--- config.mk ---
export PLATFORM = sky130hd
export DESIGN_NAME = psg_gcd_unit
export DESIGN_NICKNAME = d
export VERILOG_FILES = /design/src/hdl/psg_pkg.sv /design/src/hdl/psg_gcd_unit.sv
export SDC_FILE = /design/constraint.sdc
export NUM_CORES = 1
export LEC_CHECK = 0
export ABC_AREA = 1
export BUFFER_PORTS_ARGS = -buffer_cell sky130_fd_sc_hd__clkbuf_2
export CAP_MARGIN = 5
export CORE_AREA = 3 3 126 176
export CTS_CLUSTER_DIAMETER = 60
export DETAILED_ROUTE_END_ITERATION = 10
export DIE_AREA = 0 0 129 179
export PLACE_DENSITY = 0.75
export SLEW_MARGIN = 20
export SYNTH_ARGS = -nofsm -noshare
export SYNTH_HDL_FRONTEND = slang
export SYNTH_SLANG_ARGS = --single-unit
--- constraint.sdc ---
create_clock -name i_clk -period 3.9 [get_ports i_clk]
set_clock_uncertainty 0.2 [all_clocks]
set_input_delay 0.78 -clock i_clk [delete_from_list [all_inputs] [get_ports i_clk]]
set_output_delay 0.78 -clock i_clk [all_outputs]
set_load 0.02 [all_outputs]
--- src/hdl/psg_pkg.sv ---
`default_nettype none
// ----------------------------------------------------------------------------
// psg_pkg
// Shared sizes, codes and types of the prefix/suffix GCD exclusion query unit.
// ----------------------------------------------------------------------------
package psg_pkg;

    localparam int MAX_ELEMENTS = 4096;
    localparam int VAL_W        = 31;
    localparam int POS_W        = 13;
    localparam int CNT_W        = $clog2(MAX_ELEMENTS + 1);
    localparam int ADDR_W       = $clog2(MAX_ELEMENTS);
    localparam int CMP_W        = ((CNT_W > POS_W) ? CNT_W : POS_W) + 1;
    localparam int GCD_K_W      = $clog2(VAL_W);

    typedef enum logic {
        K_LOAD  = 1'b0,
        K_QUERY = 1'b1
    } t_kind;

    typedef enum logic [3:0] {
        S_IDLE,
        S_LD_RD,
        S_LD_WAIT,
        S_SB_START,
        S_SB_GCD,
        S_SB_WAIT,
        S_Q_CHK,
        S_Q_RD,
        S_Q_WAIT,
        S_Q_OUT
    } t_state;

    typedef struct packed {
        logic             start;
        logic [VAL_W-1:0] a;
        logic [VAL_W-1:0] b;
    } t_gcd_req;

    typedef struct packed {
        logic busy;
        logic done;
    } t_gcd_status;

endpackage
`default_nettype wire

--- src/hdl/psg_gcd_unit.sv ---
`default_nettype none
// ----------------------------------------------------------------------------
// psg_gcd_unit
// Iterative binary GCD, one shift or subtract-and-shift step per cycle.
// ----------------------------------------------------------------------------
module psg_gcd_unit (
    input  wire logic                        i_clk,
    input  wire logic                        i_rst_n,
    input  wire psg_pkg::t_gcd_req           i_req,
    output      psg_pkg::t_gcd_status        o_status,
    output      logic [psg_pkg::VAL_W-1:0]   o_result
);
    import psg_pkg::*;

    logic               r_busy, n_busy;
    logic               r_done, n_done;
    logic [VAL_W-1:0]   r_a, n_a;
    logic [VAL_W-1:0]   r_b, n_b;
    logic [GCD_K_W-1:0] r_k, n_k;
    logic [VAL_W-1:0]   r_result, n_result;

    always_comb begin
        n_busy   = r_busy;
        n_done   = 1'b0;
        n_a      = r_a;
        n_b      = r_b;
        n_k      = r_k;
        n_result = r_result;
        if (i_req.start) begin
            n_busy = 1'b1;
            n_a    = i_req.a;
            n_b    = i_req.b;
            n_k    = '0;
        end else if (r_busy) begin
            if (r_a == '0 || r_b == '0) begin
                n_busy   = 1'b0;
                n_done   = 1'b1;
                n_result = (r_a | r_b) << r_k;
            end else if (!r_a[0] && !r_b[0]) begin
                n_a = r_a >> 1;
                n_b = r_b >> 1;
                n_k = r_k + GCD_K_W'(1);
            end else if (!r_a[0]) begin
                n_a = r_a >> 1;
            end else if (!r_b[0]) begin
                n_b = r_b >> 1;
            end else if (r_a >= r_b) begin
                n_a = (r_a - r_b) >> 1;
            end else begin
                n_b = (r_b - r_a) >> 1;
            end
        end
    end

    always_ff @(posedge i_clk) begin
        if (!i_rst_n) begin
            r_busy <= 1'b0;
            r_done <= 1'b0;
        end else begin
            r_busy <= n_busy;
            r_done <= n_done;
        end
    end

    always_ff @(posedge i_clk) begin
        r_a      <= n_a;
        r_b      <= n_b;
        r_k      <= n_k;
        r_result <= n_result;
    end

    assign o_status.busy = r_busy;
    assign o_status.done = r_done;
    assign o_result      = r_result;

endmodule
`default_nettype wire

==> flow_summary.yaml <==
flow_run:
  maxCapViolCount: 0
grt:
  grt_pass1_vias: 11300
  grt_usage_pct: 36.7
  pin_count_of_the_biggest_net_entering_global_routing: 44
  antenna_found_initial: 0
  globalRouteOverflowTotal: 0
  global_route_track_usage_on_met3_pct: 5.75
  grt_util_met1_pct: 43.7
  wire_length_of_the_first_global_routing_pass_mm: 63.5
  grt.met2_usage_pct: 62.0
  busiest_layer: "met2"
final_layout:
  num_antenna_cells: 0
  multi_input_comb_area_um2: 6860
  layout-drive-gt1-share_pct: 10.5
  layout_stage_area_growth_over_the_synthesis_result_pct: 9.09
  post-route-cell-area_um2: 12100
  instances_no_fill: 2073
  ff_latch_area_um2: 2930
  nFillCells: 2061
  layout.core_utilization_pct: 58.8
  fin_nets: 1976
clock_network:
  clk_transition_reported_paths_ps: 70
  cts_resized: 0
  tritoncts_num_sinks: 100
  clock_path_buffers: 2
  htree_num_levels: 3
  clkLatencyLatePin_ps: 370
  cts_tree: "built"
  clock_tree.root_cell: "sky130_fd_sc_hd__clkbuf_16"
  cts_hold_buffers: 0
  tritoncts_buffer_count: 9
  postCtsSetupRepairBufs: 0
floorplan:
  ports_placed_on_the_boundary: 98
  initial_core_util_pct: 53.9
  fp.dieArea_um2: 23100
  die_width_um: 129
  die_h_um: 179
  core_region_area_um2: 20600
  num_rows: 62
sta:
  max-slew-margin-rel_pct: 43.5
  maxSlewViolCount: 0
  timing.fmax_ghz: 0.288
  worst_pin_slew_ps: 847
  min_period_over_period_pct: 89.0
  period_needed_ps: 3470
  timing.final.hold_violations: 0
  setup_viol_count_final: 0
  final.setup.tns_ps: 0
  slack_of_the_critical_path_ps: 431
  grt_setup_unrepaired: "false"
  fin_hold_ws_ps: 315
worst_setup_path:
  path_common_cell: "sky130_fd_sc_hd__nand2_1"
  critPathBufInv: 3
  cp_max_fo: 18
  criticalPathCategory: "reg -> reg"
  critPathSlowestCell: "sky130_fd_sc_hd__edfxtp_1"
  cp_cell_sequence: "inv_1 > ha_1 > inv_1 > a21oi_1 > nand2_1 > nand2_1 > nand2_1 > a21oi_2 > nand3_4 > nand2_1 > nand2_1 > nor2_2 > buf_4"
  path_delay_family: "simple AND/OR/NAND/NOR gates"
  required_ps: 3730
  worstSetupStartpointType: "register"
  worst-endpoint-arrival_ps: 3300
  critical_path.endpoint_type: "register"
  critical-path-max-stage-delay_ps: 510
pwr:
  combPwrFrac_pct: 61.2
  power_report.internal_total_mw: 2.98
  vdd.ir_drop.worst_mv: 0.254
  power_switching_share_pct: 52.1
  total_power_mw: 6.23
  reg_power_share_pct: 24.3
  reported_net_switching_power_mw: 3.24
  p_per_area_nw_per_um2: 513
  p_clk_share_pct: 14.5
  power.leakage_nw: 6.16
placed_design:
  dp.final_hpwl_mm: 34.7
  dp_cells: 2059
  numPortBuffers: 97
  placedInstanceArea_um2: 11900
  gpl.final_weighted_congestion: 1.08
  post-place-ws_ps: 542
synth:
  synth_seq_cells: 100
  synthCells: 1740
  ys.warnings.count: 0
  synth.area.top_cells: "sky130_fd_sc_hd__edfxtp_1, sky130_fd_sc_hd__nand2_1, sky130_fd_sc_hd__ha_1"
  sequential_cell_area_fraction_in_the_yosys_report_pct: 26.4
  synthDistinctLibCells: 40
  synthesis.area_um2: 11100
  synth_area_per_cell_um2: 6.39
  synth_largest_type_area_fraction_pct: 25.1
  synth_largest_area_cell: "sky130_fd_sc_hd__edfxtp_1"
  net_count_after_synthesis: 1902
drt:
  drt.antenna.violating_nets: 0
  drt_first_iter_violations: 1130
  via_count: 11800
  route.detailed.wl_per_inst_um: 20.4
  drc: 0
  detailedRoute.firstPassIterationCount: 6
  vias_per_cell: 5.71
  wl_mm: 42.3
hold_path:
  hold_path_class: "reg -> reg"
status:
  outcome: "finished, final reports clean"
[cells in the final DEF (no fill, tap or decap), types with 9 or more instances in the layout]
cell,instances
sky130_fd_sc_hd__inv_2,9
sky130_fd_sc_hd__edfxtp_1,93
sky130_fd_sc_hd__clkbuf_16,9
sky130_fd_sc_hd__nor2_1,172
sky130_fd_sc_hd__nor2_2,16
sky130_fd_sc_hd__o31ai_2,9
sky130_fd_sc_hd__o211ai_1,10
sky130_fd_sc_hd__inv_1,279
sky130_fd_sc_hd__ha_1,95
sky130_fd_sc_hd__buf_4,22
sky130_fd_sc_hd__nand2_1,510
sky130_fd_sc_hd__a21oi_1,120
sky130_fd_sc_hd__o21ai_0,104
sky130_fd_sc_hd__nor3_1,22
sky130_fd_sc_hd__nand4_1,40
sky130_fd_sc_hd__nand3_1,96
sky130_fd_sc_hd__xor2_1,26
sky130_fd_sc_hd__clkbuf_2,97
sky130_fd_sc_hd__mux2i_1,12
[logic make-up after synthesis]
kind of cell / Yosys count / share of synthesized area, %
mux: 12 / 1.08
simple gates: 895 / 34.4
compound gates: 263 / 13.0
flops: 100 / 26.4
fa+ha+maj: 97 / 11.0
xor+xnor: 26 / 2.05
buf+inv: 347 / 12.1
[path summary, 6_finish.rpt]
path | start | to | slack [ps] | cells past startpoint
hold reg to reg | r_busy | r_done | 320 | 2
setup reg to reg | r_b[18] | r_b[3] | 430 | 13
setup / recovery | r_b[18] | r_b[3] | 430 | 13
hold / removal | r_busy | r_done | 320 | 2
[layout make-up]
type	instances	area share [%]
Multi-Input combinational cell	1293	56.6
Inverter	291	9.00
Timing Repair Buffer	119	5.36
Clock buffer	12	1.95
Tap cell	256	2.64
Sequential cell	100	24.2
Clock inverter	2	0.309
[sequential cells by signal, indices dropped and copies added (netlist names)]
| name | flops |
|---|---|
| o_result | 31 |
| r_a | 31 |
| r_b | 31 |
| r_busy | 1 |
| r_done | 1 |
| r_k | 5 |
[cell usage after synthesis]
library cell and instances:
sky130_fd_sc_hd__edfxtp_1 93, sky130_fd_sc_hd__a21oi_1 121, sky130_fd_sc_hd__buf_4 2, sky130_fd_sc_hd__and2_1 3, sky130_fd_sc_hd__buf_2 7, sky130_fd_sc_hd__nor2_1 175
sky130_fd_sc_hd__clkinv_1 4, sky130_fd_sc_hd__nor2_2 13, sky130_fd_sc_hd__a21oi_2 3, sky130_fd_sc_hd__nand2_1 510, sky130_fd_sc_hd__or2_2 3, sky130_fd_sc_hd__xor2_1 26
sky130_fd_sc_hd__nand2_2 7, sky130_fd_sc_hd__inv_1 279, sky130_fd_sc_hd__nand4_1 40, sky130_fd_sc_hd__fa_1 2, sky130_fd_sc_hd__nand3_4 1, sky130_fd_sc_hd__buf_1 4
sky130_fd_sc_hd__nor2_8 1, sky130_fd_sc_hd__nor2_4 8, sky130_fd_sc_hd__clkbuf_1 40, sky130_fd_sc_hd__a31oi_1 3, sky130_fd_sc_hd__o22ai_1 2, sky130_fd_sc_hd__o21ai_1 3
sky130_fd_sc_hd__buf_6 2, sky130_fd_sc_hd__o31ai_2 9, sky130_fd_sc_hd__mux2i_1 12, sky130_fd_sc_hd__buf_8 1, sky130_fd_sc_hd__nor3_1 22, sky130_fd_sc_hd__ha_1 95
sky130_fd_sc_hd__inv_2 8, sky130_fd_sc_hd__nand3b_1 8, sky130_fd_sc_hd__o211ai_1 10, sky130_fd_sc_hd__nand3_1 96, sky130_fd_sc_hd__nor3_2 1, sky130_fd_sc_hd__nand2_4 1
sky130_fd_sc_hd__o21ai_0 104, sky130_fd_sc_hd__nor4_1 6, sky130_fd_sc_hd__dfxtp_1 7, sky130_fd_sc_hd__o21bai_1 8
[power by group through the flow]
stage / combinational (mW) / clock [mW] / sequential (mW)
6_report: 3.81 / 0.902 / 1.52
5_1_grt: 4.16 / 0.939 / 1.52
4_1_cts: 3.71 / 0.909 / 1.51
3_5_place_dp: 3.68 / 0 / 1.53
3_3_place_gp: 3.68 / 0 / 1.52
2_1_floorplan: 2.56 / 0 / 1.48
[worst min-delay path, delay by kind of cell, from the launching register on]
family / cells / cell delay [ps]
simple gates: 1 / 50
buf+inv: 1 / 90
flops: 1 / 330
[layer usage]
| layer | part of all wire [%] | vias up |
|---|---|---|
| li1 | - | 5708 |
| met5 | 0 | - |
| met1 | 38 | 5406 |
| met4 | 6.7 | 0 |
| met3 | 7.2 | 140 |
| met2 | 48 | 583 |
Note: power is estimated with default switching activity, not from simulation.
